**src/cpu8_alu_with_bcd_assert.svh**
```systemverilog
// assertion macros used by the alu top file
`ifndef CPU8_ALU_WITH_BCD_ASSERT_SVH
`define CPU8_ALU_WITH_BCD_ASSERT_SVH

// same-cycle implication, checked outside reset
`define C8ALU_ASSERT_NOW(label, clk, rst_n, ante, cons) \
  label: assert property (@(posedge clk) disable iff (!rst_n) (ante) |-> (cons)) \
    else $error("alu check failed: same-cycle implication");

// next-cycle implication, checked outside reset
`define C8ALU_ASSERT_NEXT(label, clk, rst_n, ante, cons) \
  label: assert property (@(posedge clk) disable iff (!rst_n) (ante) |=> (cons)) \
    else $error("alu check failed: next-cycle implication");

`endif

```
**src/c8alu_pkg.sv**
```systemverilog
// ----------------------------------------------------------------------------
// c8alu_pkg
// types, op codes and stream layout of the 8-bit alu with bcd arithmetic
// ----------------------------------------------------------------------------
`default_nettype none

package c8alu_pkg;

  localparam int unsigned InWidth  = 32;
  localparam int unsigned OutWidth = 16;

  typedef enum logic [4:0] {
    OP_OR     = 5'd0,
    OP_AND    = 5'd1,
    OP_XOR    = 5'd2,
    OP_ADC    = 5'd3,
    OP_SBC    = 5'd4,
    OP_CMP    = 5'd5,
    OP_BIT    = 5'd6,
    OP_BITIMM = 5'd7,
    OP_ASL    = 5'd8,
    OP_LSR    = 5'd9,
    OP_ROL    = 5'd10,
    OP_ROR    = 5'd11,
    OP_INC    = 5'd12,
    OP_DEC    = 5'd13,
    OP_TSB    = 5'd14,
    OP_TRB    = 5'd15,
    OP_RMB    = 5'd16,
    OP_SMB    = 5'd17,
    OP_LOAD   = 5'd18
  } op_e;

  typedef struct packed {
    logic n;
    logic z;
    logic c;
    logic v;
  } flags_t;

  typedef struct packed {
    logic [4:0] op;
    logic [7:0] reg_value;
    logic [7:0] mem_value;
    logic [2:0] bit_index;
    logic       decimal_mode;
    flags_t     flags;
  } alu_req_t;

  typedef struct packed {
    logic [7:0] result_byte;
    flags_t     flags;
  } alu_rsp_t;

  function automatic alu_req_t unpack_req(logic [InWidth-1:0] d);
    alu_req_t r;
    r.op           = d[4:0];
    r.reg_value    = d[12:5];
    r.mem_value    = d[20:13];
    r.bit_index    = d[23:21];
    r.decimal_mode = d[24];
    r.flags.c      = d[25];
    r.flags.n      = d[26];
    r.flags.z      = d[27];
    r.flags.v      = d[28];
    return r;
  endfunction

  function automatic logic [OutWidth-1:0] pack_rsp(alu_rsp_t r);
    return {4'b0, r.flags.v, r.flags.c, r.flags.z, r.flags.n, r.result_byte};
  endfunction

endpackage

`default_nettype wire

```
**src/c8alu_bcd.sv**
```systemverilog
// ----------------------------------------------------------------------------
// c8alu_bcd
// decimal add and subtract of two packed-digit bytes, digit by digit
// ----------------------------------------------------------------------------
`default_nettype none

module c8alu_bcd (
  input  logic       sub_i,
  input  logic [7:0] a_i,
  input  logic [7:0] b_i,
  input  logic       c_i,
  output logic [7:0] sum_o,
  output logic       c_o
);

  // add path: digit sums can exceed 15, keep 5 bits
  logic [4:0] add_lo_raw, add_lo, add_hi_raw, add_hi;
  logic       add_c_lo, add_c_hi;
  logic [7:0] add_sum;

  // subtract path: digit differences taken mod 256
  logic [7:0] sub_lo_raw, sub_lo, sub_hi_raw, sub_hi;
  logic       sub_c_lo, sub_c_hi;

  always_comb begin
    add_lo_raw = {1'b0, a_i[3:0]} + {1'b0, b_i[3:0]} + {4'b0, c_i};
    add_c_lo   = (add_lo_raw >= 5'd10);
    add_lo     = add_c_lo ? add_lo_raw - 5'd10 : add_lo_raw;
    add_hi_raw = {1'b0, a_i[7:4]} + {1'b0, b_i[7:4]} + {4'b0, add_c_lo};
    add_c_hi   = (add_hi_raw > 5'd9);
    add_hi     = add_c_hi ? add_hi_raw - 5'd10 : add_hi_raw;
    add_sum    = {add_hi[3:0], 4'b0} + {3'b0, add_lo};

    sub_lo_raw = {4'b0, a_i[3:0]} - {4'b0, b_i[3:0]} - {7'b0, ~c_i};
    sub_c_lo   = ~sub_lo_raw[7];
    sub_lo     = sub_c_lo ? sub_lo_raw : sub_lo_raw - 8'd6;
    sub_hi_raw = {4'b0, a_i[7:4]} - {4'b0, b_i[7:4]} - {7'b0, ~sub_c_lo};
    sub_c_hi   = ~sub_hi_raw[7];
    sub_hi     = sub_c_hi ? sub_hi_raw : sub_hi_raw - 8'd6;

    if (sub_i) begin
      sum_o = {sub_hi[3:0], sub_lo[3:0]};
      c_o   = sub_c_hi;
    end else begin
      sum_o = add_sum;
      c_o   = add_c_hi;
    end
  end

endmodule

`default_nettype wire

```
**src/c8alu_exec.sv**
```systemverilog
// ----------------------------------------------------------------------------
// c8alu_exec
// operation decode, result byte and flag update for one request
// ----------------------------------------------------------------------------
`default_nettype none

module c8alu_exec (
  input  c8alu_pkg::alu_req_t req_i,
  output c8alu_pkg::alu_rsp_t rsp_o
);
  import c8alu_pkg::*;

  logic [7:0] a, b;
  logic       cin;
  logic [8:0] bin_sum;
  logic [7:0] bin_b;
  logic       is_sbc;
  logic [7:0] bcd_sum;
  logic       bcd_c;
  logic [7:0] cmp_diff;
  logic [7:0] bit_mask;
  logic       and_zero;
  logic [7:0] r;
  flags_t     f;
  logic       set_nz;

  assign a      = req_i.reg_value;
  assign b      = req_i.mem_value;
  assign cin    = req_i.flags.c;
  assign is_sbc = (req_i.op == OP_SBC);

  // binary sbc is an add of the inverted operand
  assign bin_b   = is_sbc ? ~b : b;
  assign bin_sum = {1'b0, a} + {1'b0, bin_b} + {8'b0, cin};

  assign cmp_diff = a - b;
  assign bit_mask = 8'd1 << req_i.bit_index;
  assign and_zero = ((a & b) == 8'd0);

  c8alu_bcd u_bcd (
    .sub_i (is_sbc),
    .a_i   (a),
    .b_i   (b),
    .c_i   (cin),
    .sum_o (bcd_sum),
    .c_o   (bcd_c)
  );

  always_comb begin
    r      = a;
    f      = req_i.flags;
    set_nz = 1'b0;
    case (req_i.op)
      OP_OR:  begin r = a | b; set_nz = 1'b1; end
      OP_AND: begin r = a & b; set_nz = 1'b1; end
      OP_XOR: begin r = a ^ b; set_nz = 1'b1; end
      OP_ADC, OP_SBC: begin
        set_nz = 1'b1;
        if (req_i.decimal_mode) begin
          r   = bcd_sum;
          f.c = bcd_c;
          f.v = bcd_c;
        end else begin
          r   = bin_sum[7:0];
          f.c = bin_sum[8];
          f.v = ~(a[7] ^ bin_b[7]) & (a[7] ^ bin_sum[7]);
        end
      end
      OP_CMP: begin
        f.c = (a >= b);
        f.n = cmp_diff[7];
        f.z = (cmp_diff == 8'd0);
      end
      OP_BIT: begin
        f.n = b[7];
        f.v = b[6];
        f.z = and_zero;
      end
      OP_BITIMM: f.z = and_zero;
      OP_ASL: begin r = {b[6:0], 1'b0}; f.c = b[7]; set_nz = 1'b1; end
      OP_LSR: begin r = {1'b0, b[7:1]}; f.c = b[0]; set_nz = 1'b1; end
      OP_ROL: begin r = {b[6:0], cin};  f.c = b[7]; set_nz = 1'b1; end
      OP_ROR: begin r = {cin, b[7:1]};  f.c = b[0]; set_nz = 1'b1; end
      OP_INC: begin r = b + 8'd1; set_nz = 1'b1; end
      OP_DEC: begin r = b - 8'd1; set_nz = 1'b1; end
      OP_TSB: begin r = b | a;  f.z = and_zero; end
      OP_TRB: begin r = b & ~a; f.z = and_zero; end
      OP_RMB: r = b & ~bit_mask;
      OP_SMB: r = b | bit_mask;
      OP_LOAD: begin r = b; set_nz = 1'b1; end
      default: r = a;
    endcase
    if (set_nz) begin
      f.n = r[7];
      f.z = (r == 8'd0);
    end
    rsp_o.result_byte = r;
    rsp_o.flags       = f;
  end

endmodule

`default_nettype wire

```
**src/cpu8_alu_with_bcd.sv**
```systemverilog
// ----------------------------------------------------------------------------
// cpu8_alu_with_bcd
// 8-bit processor alu with binary and bcd add/subtract, streaming wrapper
// ----------------------------------------------------------------------------
// usage:
//   one request word in on s_axis, one response word out on m_axis.
//   s_axis_tdata bits: op_code[4:0], reg_value[12:5], mem_value[20:13],
//   bit_index[23:21], decimal_mode[24], carry_in[25], neg_in[26],
//   zero_in[27], ovf_in[28], zero fill above.
//   m_axis_tdata bits: result_byte[7:0], neg_out[8], zero_out[9],
//   carry_out[10], ovf_out[11], zero fill above.
//   a word taken into the input register passes through one level of alu
//   logic and shows on m_axis once the result register takes it.
//   throughput: one word per cycle, limited only by the output side.
//   while the receiver stalls, the result register holds its word and the
//   input register can still take one more word; after that s_axis_tready
//   drops until the output drains.
//   reset clears both valid flags; no state survives between words.
// ----------------------------------------------------------------------------
`default_nettype none

module cpu8_alu_with_bcd (
  input  logic                              clk_i,
  input  logic                              rst_ni,
  input  logic                              s_axis_tvalid,
  output logic                              s_axis_tready,
  input  logic [c8alu_pkg::InWidth-1:0]     s_axis_tdata,  // op, reg, mem, bit, dec, c, n, z, v
  output logic                              m_axis_tvalid,
  input  logic                              m_axis_tready,
  output logic [c8alu_pkg::OutWidth-1:0]    m_axis_tdata   // result, n, z, c, v
);
  import c8alu_pkg::*;

  logic     in_valid_q, in_valid_d;
  alu_req_t in_req_q;
  logic     out_valid_q, out_valid_d;
  alu_rsp_t out_rsp_q;
  alu_rsp_t exec_rsp;
  logic     out_load;
  logic     in_load;

  // result register frees up when empty or being drained this cycle
  assign out_load      = in_valid_q && (!out_valid_q || m_axis_tready);
  assign s_axis_tready = !in_valid_q || out_load;
  assign in_load       = s_axis_tvalid && s_axis_tready;

  assign in_valid_d  = in_load || (in_valid_q && !out_load);
  assign out_valid_d = out_load || (out_valid_q && !m_axis_tready);

  c8alu_exec u_exec (
    .req_i (in_req_q),
    .rsp_o (exec_rsp)
  );

  always_ff @(posedge clk_i or negedge rst_ni) begin
    if (!rst_ni) begin
      in_valid_q  <= 1'b0;
      out_valid_q <= 1'b0;
    end else begin
      in_valid_q  <= in_valid_d;
      out_valid_q <= out_valid_d;
    end
  end

  always_ff @(posedge clk_i) begin
    if (in_load) begin
      in_req_q <= unpack_req(s_axis_tdata);
    end
    if (out_load) begin
      out_rsp_q <= exec_rsp;
    end
  end

  assign m_axis_tvalid = out_valid_q;
  assign m_axis_tdata  = pack_rsp(out_rsp_q);

  `include "cpu8_alu_with_bcd_assert.svh"

  // a word in the input stage moves to the output once it has room
  `C8ALU_ASSERT_NEXT(a_in_to_out, clk_i, rst_ni, out_load, m_axis_tvalid)
  // an empty output stage never blocks the input side
  `C8ALU_ASSERT_NOW(a_ready_when_empty, clk_i, rst_ni, !out_valid_q, s_axis_tready)
  // bit set and reset leave all flags alone
  `C8ALU_ASSERT_NOW(a_rmb_smb_flags, clk_i, rst_ni,
    in_valid_q && (in_req_q.op == OP_RMB || in_req_q.op == OP_SMB),
    exec_rsp.flags == in_req_q.flags)

endmodule

`default_nettype wire

```
**config.mk**
```make
export PLATFORM = sky130hd
export DESIGN_NAME = cpu8_alu_with_bcd
export DESIGN_NICKNAME = d
export VERILOG_FILES = /design/src/c8alu_pkg.sv /design/src/c8alu_bcd.sv /design/src/c8alu_exec.sv /design/src/cpu8_alu_with_bcd.sv
export VERILOG_INCLUDE_DIRS = /design/src /design/src/src
export SDC_FILE = /design/constraint.sdc
export NUM_CORES = 1
export LEC_CHECK = 0
export ABC_AREA = 0
export BUFFER_PORTS_ARGS = -buffer_cell sky130_fd_sc_hd__buf_2
export CAP_MARGIN = 20
export CORE_MARGIN = 2
export CORE_UTILIZATION = 35
export CTS_CLUSTER_SIZE = 8
export DETAILED_ROUTE_END_ITERATION = 8
export SLEW_MARGIN = 20
export SYNTH_ARGS = -nofsm -noshare
export SYNTH_HDL_FRONTEND = slang
export SYNTH_HIERARCHICAL = 1
export SYNTH_SLANG_ARGS = --single-unit
export TNS_END_PERCENT = 100
```
**constraint.sdc**
```tcl
create_clock -name clk_i -period 7.3 [get_ports clk_i]
set_input_delay 1.46 -clock clk_i [delete_from_list [all_inputs] [get_ports clk_i]]
set_output_delay 1.46 -clock clk_i [all_outputs]
set_load 0.02 [all_outputs]
```
# --- Word-level counts from Yosys, hierarchy flattened ---
# Index checks and enable logic that the tools add are counted.
classes:
  eq_ne: 18
  mux: 16
  bitwise: 15
  shifts: 1
  reduce_logical: 22
  n_addsub: 18
  order_cmp: 3
ops:
  columns: ["cell", "count"]
  rows:
  - ["one-hot mux 8 bit (14 select lines)", 1]
  - ["equality test 5 x 4 -> 1 bit (second input constant)", 8]
  - ["AND 8 bit", 3]
  - ["zero test 8 bit", 3]
  - ["two-way mux 8 bit", 3]
  - ["NOT 8 bit", 3]
  - ["equality test 5 x 3 -> 1 bit (second input constant)", 4]
  - ["bitwise OR 8 bit", 2]
  - ["equality test 5 bit (second input constant)", 3]
  - ["two-way mux 4 bit", 3]
  - ["OR reduction 12 bit", 1]
  - ["subtractor 4 bit (second input constant)", 3]
  - ["subtractor 5 x 2 -> 6 bit", 2]
  - ["adder 4 x 4 -> 5 bit", 2]
  - ["adder 5 x 1 -> 5 bit", 2]
  - ["equality test 5 x 2 -> 1 bit (second input constant)", 2]
  - ["subtractor 4 x 4 -> 5 bit", 2]
  - ["adder 8 x 8 -> 9 bit", 1]
  - ["adder 9 x 1 -> 9 bit", 1]
  - ["adder 8 x 1 -> 8 bit (second input constant)", 1]
  - ["adder 8 x 5 -> 8 bit", 1]
  - ["greater-or-equal comparator 8 bit", 1]
  - ["OR reduction 2 bit", 4]
  - ["left shift 1 x 3 -> 8 bit (first input constant)", 1]
  - ["other kinds (20)", 36]
word_totals:
  word_cells: 109
  input_bits: 36
  reg_bits: 43
  out_inout_bits: 18

# --- Logic depth before layout (Yosys ltp) ---
# Gate-level depths: netlist of run 1.
logic_depth:
  ltp_word: 12
  ltp_mapped: 24
  mapped_depth_nobuf: 24

# --- By module ---
# Netlist of run 1, hierarchy kept.
modules_own_cells:
  columns: ["mod", "cells_each", "seq_area_each_um2", "area_each_um2", "n_inst"]
  rows:
  - ["c8alu_exec", 360, 0.0, 2439.8, 1]
  - ["cpu8_alu_with_bcd", 54, 1281.2, 1368.8, 1]
  - ["c8alu_bcd", 170, 0.0, 1298.7, 1]

# --- Least setup slack after synthesis of run 1 ---
# OpenSTA, ideal clock, no wires.
synth_path:
  path_type: "reg2reg"
  from: "register in_req_q[8] in the netlist's numbering"
  to: "register out_rsp_q (netlist bit m_axis_tdata[9]), data pin"
  setup_slack_ps: 1744
  required_ps: 7167
  setup_time_ps: 133
  synth_period_minus_slack_ps: 5556
  arrival_ps: 5422
  path_buffers: 0
  stages_incl_launch_ff: 25
  cell_sequence: "edfxtp_1 inv_1 fa_1 fa_1 xnor2_1 ha_1 o21ai_0 a21oi_1 fa_1 inv_1 fa_1 xor2_2 ha_1 nand2_1 o221ai_2 and2_2 xnor2_1 ha_1 or2_2 o221a_2 a32oi_1 nand3_1 o32a_1 nor2_1 a32o_1"
synth_lines:
  columns: ["item", "line_no", "text"]
  rows:
  - ["start, declared", "cpu8_alu_with_bcd.sv:35", "alu_req_t in_req_q;"]
  - ["start signal, assigned", "cpu8_alu_with_bcd.sv:67", "in_req_q <= unpack_req(s_axis_tdata);"]
  - ["end signal, assigned", "cpu8_alu_with_bcd.sv:70", "out_rsp_q <= exec_rsp;"]
  - ["end, declared", "cpu8_alu_with_bcd.sv:37", "alu_rsp_t out_rsp_q;"]

==> results.md, run 1 <==
- The total power after layout is slightly below 1 mW.
- The aggregate global routing overflow is 0.
- Routability-driven placement finished with a final weighted congestion of around 0.94.
- Compared with the post-synthesis result, the final layout area differs by 9.28%.
- The depth of the worst hold-timing path is 1.
- Across the VDD grid, the largest voltage drop is between 0.1 and 0.15 mV.
- In this run the mean area of a mapped cell was slightly below 9 um^2.
- In the global route stage, overall resource usage came out at 0.194.
- The TritonCTS buffer count is 5.
- The clock-pin slew of the registers on the worst-case setup and hold paths is ~0.060 ns.
- The worst register-to-register path begins at in_req_q[8]$_DFFE_PP_.
- After clock tree synthesis, the repair step resized 0 gates.
- The critical path startpoint category is a flip-flop.
- The library cell used most frequently in the layout, excluding fill and tap cells, is ha_1.
- The width of the die is ~120 um.
- The largest net degree at the start of global routing is 30.
- The number of synthesized register bits is 43.
- 0 antenna diodes ended up in the layout.
- The count of cells along the worst register-to-register path is 24.
- The violation count after the first detailed-routing iteration is around 520.
- The count of hold-fix buffers inserted at cts is 0.
- The minimum clock period after layout is approximately 6.3 ns.
- The data arrival time at the worst-slack endpoint is roughly 6.5 ns.
- The area of the die is between 15,000 and 20,000 um^2.
- The number of warning messages in the yosys log is 6.
- The worst slew margin relative to its limit is 0.533.
- The endpoint identified for the worst register-to-register timing path is m_axis_tdata[9]$_DFFE_PP_.
- The cell area after synthesis is around 5100 um^2.
- The global-route wire length before repair is between 20,000 and 25,000 um.
- The number of synthesized flops with an enable pin is 41.
- The min-delay analysis places its worst path in the category flip-flop to flip-flop.
- The number of antenna violations at the first check in global routing is 0.
- The detail route stage leaves a number of antenna-violating nets equal to 0.
- The routed layout has 4,727 vias.
- The analysis attributes to cell leakage a power of around 2.4 nW.
- For the worst-skew pair, the clock arrives at the later sink with an insertion delay of around 0.30 ns.
- The wire-length estimate of the detail-placed layout is roughly 11,000 um.
- The number of distinct library cell variants in the gate-level netlist after synthesis is 84.
- The count of non-filler cells in the finished layout is about 800.
- The number of detailed-routing iterations run before antenna repair is 6.
- During placement, the flow inserted port buffers numbering 46.
- The max-cap check violation count is 0.
- The max-slew violation total from the final report is 0.
- The number of setup violations in the final report is 0.
- The initial utilization of the core area, before any placement, comes to 0.355.
- Of the synthesized area, sequential elements account for 0.251.
- The family with the most delay on the worst path is adder cells.
- The average vias per placed instance is between 5 and 6.
- Setup repair after global routing left no endpoint under its margin.
- The sum of routed wire length over all layers is ~15,000 um.
- The cell area power density is roughly 180 nW/um^2.
- Dividing the final minimum period by the clock period gives 0.864.
- The signal on the critical path passes through inv_1 -> fa_1 -> fa_1 -> xnor2_1 -> ha_1 -> o21ai_0 -> a21oi_1 -> fa_1 -> inv_1 -> fa_1 -> xor2_2 -> ha_1 -> nand2_1 -> o221ai_2 -> and2_2 -> xnor2_1 -> ha_1 -> or2_2 -> o221a_2 -> a32oi_1 -> nand3_1 -> o32a_1 -> nor2_1 -> a32o_1.
- Counting along the longest clock path gives a buffer depth of 2.
- The cell that appears most often on the critical path is fa_1.
- The clock arrives with between 0.006 and 0.007 ns of skew.
- After clock tree synthesis, the setup repair step added 0 buffers.
- The measured slew at the worst slew-check pin is approximately 0.70 ns.
- The initialized floorplan defines 44 standard-cell rows.
- In the layout the commonest cells are 53 x ha_1, 49 x inv_1, 46 x buf_2.
- The count of pins on the block boundary is 54.
- The cell with the largest stage delay on the worst path is edfxtp_1.
- The area occupied by multi-input gates is between 3000 and 4000 um^2.
- The number of hold violations in the final report is 0.
- The startpoint identified for the worst hold timing path is in_valid_q$_DFF_PN0_.
- The highest clock rate is 159 MHz.
- TritonCTS built the clock tree.
- The critical setup path kind is flip-flop to flip-flop.
- For the worst setup path, the data required time is approximately 7.5 ns.
- The root buffer cell is clkbuf_16.
- The core region area is about 14,000 um^2.
- The run finished with clean final reports.
- Of all nets on the critical path, the largest fanout is 9.
- CTS saw 43 sinks.
- In this run the number of H-tree levels came out at 2.
- The cell count after placement is approximately 790.
- Across the whole layout, storage elements account for about 1300 um^2.
- In the routed design, unresolved DRC markers number 0.
- The most used flip-flop cell after synthesis is edfxtp_1.
- Of the cells placed in the final design, the portion with a size suffix greater than 1 is 0.139.
- The worst-case hold path end point is m_axis_tvalid$_DFF_PN0_.
- The summed negative setup slack over all endpoints is 0 ns.
- In this run the register-to-register setup slack is 1.0 ns.
- For this run, asynchronously set or reset flops after synthesis account for 0.0465.
- The chip height is ~120 um.
- After technology mapping, the gate count stands at 584.
- The highest cell delay on the worst timing path is approximately 0.6 ns.
- The via count of the first global-routing pass was ~4.5k.
- The layout filler cell count is around 1.5k.
- In the final design database the tool counted 711 nets.
- STA classifies the critical path endpoint as a flip-flop.
- The routed wire length per instance is around 19 um.
- The number of buffers and inverters on the critical path is 2.
[where the power goes]
part           switching, mW  internal, mW
Sequential            0.0386         0.296
Clock                  0.102         0.130
Combinational          0.246         0.177
Total                  0.387         0.603
[worst max path at each step]
stage,start,endpoint,slack [ns],cells past startpoint
global placement,in_req_q[8]$_DFFE_PP_,m_axis_tdata[9]$_DFFE_PP_,1.19,24
detailed placement,in_req_q[8]$_DFFE_PP_,m_axis_tdata[9]$_DFFE_PP_,1.07,24
CTS,in_req_q[8]$_DFFE_PP_,m_axis_tdata[9]$_DFFE_PP_,1.04,24
global route,in_req_q[8]$_DFFE_PP_,m_axis_tdata[9]$_DFFE_PP_,0.56,24
floorplan,in_req_q[8]$_DFFE_PP_,m_axis_tdata[9]$_DFFE_PP_,1.74,24
finish,in_req_q[8]$_DFFE_PP_,m_axis_tdata[9]$_DFFE_PP_,1.0,24
[cell families (layout without fill, tap and decap cells)]
| group | after synthesis | in the layout | synth area share |
|---|---|---|---|
| AOI/OAI and AO/OA | 161 | 161 | 0.224 |
| xor gates and xnor gates | 35 | 35 | 0.0644 |
| adders and majority gates | 63 | 63 | 0.169 |
| buffers and inverters | 79 | 105 | 0.0674 |
| DFF | 43 | 43 | 0.251 |
| muxes | 16 | 16 | 0.0321 |
| other | 1 | 4 | 0.000734 |
| and+or+nand+nor | 186 | 186 | 0.191 |
[area by class of cell]
class	instances	share of cell area
clock buffers	5	0.0224
well taps	184	0.0412
clock inverters	3	0.00471
repair buffers	47	0.0426
inverters	50	0.0336
multi-input cells	465	0.626
flip-flops and latches	43	0.230
[sequential cells by signal, summed over array words and instances, names as in the netlist]
signal,cells
m_axis_tvalid,1
m_axis_tdata,12
in_valid_q,1
in_req_q,29
[worst reg2reg max path, cell delays in order (launching register included)]
cell and delay (ns):
edfxtp_1 0.60, inv_1 0.12, fa_1 0.45, fa_1 0.42, xnor2_1 0.32, ha_1 0.33
o21ai_0 0.12, a21oi_1 0.31, fa_1 0.29, inv_1 0.07, fa_1 0.42, xor2_2 0.19
ha_1 0.25, nand2_1 0.07, o221ai_2 0.12, and2_2 0.25, xnor2_1 0.13, ha_1 0.20
or2_2 0.29, o221a_2 0.27, a32oi_1 0.18, nand3_1 0.10, o32a_1 0.37, nor2_1 0.14
a32o_1 0.17
[per-stage QoR]
stage | worst slack, ns | cell area [um^2] | utilization | hold WS [ns]
floorplan | 1.74 | 5120 | - | 0.511
detailed placement | 1.07 | 5430 | 0.378 | 0.547
CTS | 1.04 | 5580 | 0.388 | 0.568
global placement | 1.19 | 5430 | 0.378 | 0.521
finish | 0.996 | 5580 | 0.388 | 0.564
global route | 0.559 | 5580 | 0.388 | 0.573
[synthesized netlist by cell type, types with 3 or more instances]
| library cell | instances | area share |
|---|---|---|
| nor3_1 | 14 | 0.014 |
| a32oi_1 | 4 | 0.0069 |
| a31oi_1 | 6 | 0.0074 |
| or2_2 | 4 | 0.0049 |
| o31ai_1 | 6 | 0.0088 |
| a221o_1 | 3 | 0.0059 |
| nand2b_1 | 14 | 0.017 |
| xnor2_1 | 29 | 0.050 |
| o21ai_0 | 26 | 0.025 |
| a221oi_1 | 4 | 0.0069 |
| and3b_1 | 3 | 0.0051 |
| clkbuf_1 | 10 | 0.0074 |
| a21o_1 | 6 | 0.0088 |
| a2111oi_0 | 3 | 0.0051 |
| nor3b_1 | 3 | 0.0044 |
| ha_1 | 53 | 0.13 |
| buf_4 | 7 | 0.010 |
| mux2i_1 | 13 | 0.025 |
| buf_2 | 11 | 0.011 |
| and3_1 | 10 | 0.012 |
| a21oi_1 | 34 | 0.033 |
| nor2_1 | 41 | 0.030 |
| nor4_1 | 8 | 0.0098 |
| inv_1 | 49 | 0.036 |
| nand2_1 | 41 | 0.030 |
| o2111ai_1 | 3 | 0.0051 |
| mux2_2 | 3 | 0.0066 |
| nand3_1 | 17 | 0.017 |
| o22ai_1 | 9 | 0.011 |
| and2_1 | 4 | 0.0049 |
| a41oi_1 | 3 | 0.0051 |
| o211ai_1 | 4 | 0.0059 |
| xor2_1 | 4 | 0.0069 |
| nor2b_1 | 7 | 0.0086 |
| a211oi_1 | 10 | 0.015 |
| fa_1 | 10 | 0.039 |
| edfxtp_1 | 41 | 0.24 |
| o21bai_1 | 3 | 0.0044 |
| o21a_1 | 5 | 0.0074 |
[per-layer routing]
metal | up-vias | part of all wire | GRT usage
met1 | 2265 | 0.45 | 0.268
met4 | 0 | 0.019 | 0.0648
met5 | - | 0 | 0
met3 | 25 | 0.078 | 0.0374
met2 | 238 | 0.46 | 0.304
li1 | 2199 | - | -
(Power assumes the default switching activity.)
==> run 2: changes to the inputs <==
Settings changed: CORE_UTILIZATION 35 to 40.
==> run 2 against run 1 <==
Combinational power about the same. Sequential share of layout area about the same. Global-route usage increased by 3.1 points. Cell area about the same. Utilization increased by 5.7 points. Sequential power shrank 1%. Worst hold slack got worse by 0.027 ns.
==> results.md, run 2 (synthesis gave the netlist of run 1 again) <==
- The flow ran to the end, and the final reports show no timing, DRC or antenna violations.
- The aggregate global routing overflow is 0 (unchanged).
- The routed wire length per instance is 18.9 um (-0.49%).
- The violation count after the first detailed-routing iteration was 394 (-25%).
- The most flop-heavy register is in_req_q.
- The flip-flop count of the largest register after layout is 29 (unchanged).
- The clock-pin slew of the registers on the worst-case setup and hold paths is 0.06 ns (about the same).
- The total power after layout came to 0.983 mW (-0.64%).
- The data arrival time at the worst-slack endpoint is 6.46 ns (about the same).
- The core region area is 12,500 um^2 (-13%).
- The row count is 41 (-6.8%).
- The number of nets in the layout is 713 (+0.28%).
- The most critical setup path has its startpoint at in_req_q[8]$_DFFE_PP_.
- The summed negative setup slack over all endpoints is 0 ns (unchanged).
- The count of clock tree sinks came to 43 (unchanged).
- The number of setup violations in the final report is 0 (unchanged).
- The count of pins on the block boundary is 54 (unchanged).
- The proportion of total power due to net switching is 0.389 (-0.00197).
- The design internal power is 0.601 mW (-0.32%).
- The detailed-placement wirelength estimate is 11,100 um (-1.9%).
- The critical setup path kind is flip-flop to flip-flop.
- The cell leakage power is 2.37 nW (about the same).
- The area of the die is 13,700 um^2 (-12%).
- The minimum clock period after layout is 6.29 ns (-0.0131 ns).
- In the layout the commonest cells are 53 x ha_1, 49 x inv_1, 46 x buf_2.
- Leaving out fill and tap cells, the most frequent cell in the layout is ha_1.
- The root buffer cell is clkbuf_16.
- The count of vias placed by the detailed router is 4,718 (-0.19%).
- The total cell area at the placement stage is 5430 um^2 (unchanged).
- The global-route wire length before repair is 23,500 um (-2.4%).
- The sequential power share is 0.337 (about the same).
- The sum of routed wire length over all layers is 14,900 um (-1.7%).
- The largest clock skew in the final design was 0.00449 ns (-0.00243 ns).
- The fraction of power consumed by the clock network came to 0.234 (about the same).
- The largest net degree at the start of global routing is 30 (unchanged).
- Setup repair after global routing left no endpoint under its margin.
- The worst setup path is launched from a flip-flop.
- The initial core utilization was 0.408 (+0.0526).
- The depth of the worst hold-timing path is 1 (unchanged).
- The clock tree from TritonCTS is done.
- The max-slew violation total from the final report is 0 (unchanged).
- The measured slew at the worst slew-check pin is 0.808 ns (+0.108 ns).
- The antenna violation net count after detailed routing is 0 (unchanged).
- The global-route usage over all layers is 0.225 (+0.0311).
- The power spent charging and discharging nets is 0.383 mW (-1.1%).
- The width of the die is 117 um (-6.3%).
- The cell area power density was 176 nW/um^2 (-0.59%).
- The post-CTS setup buffer count was 0 (unchanged).
- The number of antenna violations at the first check in global routing came to 0 (unchanged).
- The placer congestion estimate is 0.925 (-1.9%).
- The highest clock rate is 159 MHz (+0.21%).
- The share of power burned in combinational logic is 0.429 (about the same).
- The TritonCTS buffer count was 5 (unchanged).
- The average vias per placed instance came to 5.99 (+1.1%).
- The path class of the tightest hold or removal check is flip-flop to flip-flop.
- The fraction of final layout cells with drive strength greater than 1 is 0.141 (+0.00280).
- STA classifies the critical path endpoint as a flip-flop.
- The area overhead of the layout relative to synthesis came to 9.24% (about the same).
- The maximum fanout along the worst path is 9 (unchanged).
- The max-cap check violation count is 0 (unchanged).
- The ratio of final minimum period to clock period is 0.862 (-0.00180).
- The total non-filler cell area in the finished layout is 5580 um^2 (about the same).
- The count of non-filler cells in the finished layout is 787 (-1.3%).
- The CTS H-tree depth is 2 (unchanged).
- The setup slack of the critical path after layout is 1.01 ns (+0.0131 ns).
- The maximum root-to-sink buffer count is 2 (unchanged).
- The number of detailed-routing iterations run before antenna repair is 5 (-1).
- The number of port buffers is 46 (unchanged).
- The clock insertion delay at the later pin of the skew report is 0.30 ns (about the same).
- The maximum vdd ir drop came to 0.108 mV (-20%).
- The post-cts repair resize count is 0 (unchanged).
- The cell count after placement is 779 (-1.3%).
- The via count of the first global-routing pass is 4,502 (-0.29%).
- The residual DRC count is 0 (unchanged).
- The source of the worst register-to-register timing path is in_req_q[8]$_DFFE_PP_.
- The startpoint identified for the worst hold timing path is in_valid_q$_DFF_PN0_.
- The antenna cell count is 0 (unchanged).
- The worst endpoint required time is 7.47 ns (about the same).
- The minimum setup slack after placement is 1.10 ns (+0.0286 ns).
- The count of hold-fix buffers inserted at cts is 0 (unchanged).
- The count of cells along the worst register-to-register path was 24 (unchanged).
- The number of hold violations in the final report is 0 (unchanged).
- The worst slew margin relative to its limit came to 0.454 (-0.0787).
- The chip height was 117 um (-6.3%).
[run 2: cell count changes in the layout (fill, tap and decap cells not counted)]
cell        previous run  this run
clkinvlp_4             0         2
inv_6                  2         1
clkinv_4               1         0
buf_4                  1         3
[run 2: through the flow]
stage	hold slack (ns)	util
4_1_cts	0.541	0.446
2_1_floorplan	0.511	-
5_1_grt	0.564	0.446
6_report	0.537	0.446
3_5_place_dp	0.525	0.434
3_3_place_gp	0.523	0.434
[run 2: worst paths after layout]
path / endpoint / slack (ns)
setup / recovery: m_axis_tdata[9]$_DFFE_PP_ / 1.01
hold / removal: m_axis_tvalid$_DFF_PN0_ / 0.54
setup reg to reg: m_axis_tdata[9]$_DFFE_PP_ / 1.01
hold reg to reg: m_axis_tvalid$_DFF_PN0_ / 0.54
max in group asynchronous: m_axis_tvalid$_DFF_PN0_ / 6.27
min in group asynchronous: in_valid_q$_DFF_PN0_ / 0.93
[run 2: layout make-up]
cell class / instances / area, um^2
Fill cell: 1260 / 6940
Tap cell: 172 / 215
Clock buffer: 5 / 125
Sequential cell: 43 / 1280
Clock inverter: 3 / 23.8
Multi-Input combinational cell: 465 / 3490
Inverter: 50 / 188
Timing Repair Buffer: 49 / 253
[run 2: power groups by stage]
stage | logic (mW) | clock network, mW | registers (mW)
floorplan | 0.317 | 0 | 0.327
global placement | 0.402 | 0 | 0.336
detailed placement | 0.411 | 0 | 0.336
CTS | 0.415 | 0.236 | 0.331
global route | 0.467 | 0.246 | 0.334
finish | 0.421 | 0.231 | 0.331
[run 2: layer usage]
layer,track usage,part of all wire,up-vias
met5,0,0,-
met4,0.0980,0.033,0
met2,0.351,0.45,207
met1,0.306,0.44,2274
met3,0.0407,0.075,32
li1,-,-,2205
[run 2: critical path, cell delays in order, from the launching register on]
cell and delay (ns):
edfxtp_1 0.60, inv_1 0.11, fa_1 0.46, fa_1 0.42
xnor2_1 0.30, ha_1 0.32, o21ai_0 0.11, a21oi_1 0.33
fa_1 0.31, inv_1 0.07, fa_1 0.42, xor2_2 0.19
ha_1 0.26, nand2_1 0.08, o221ai_2 0.11, and2_2 0.25
xnor2_1 0.13, ha_1 0.21, or2_2 0.29, o221a_2 0.26
a32oi_1 0.17, nand3_1 0.10, o32a_1 0.36, nor2_1 0.14
a32o_1 0.17
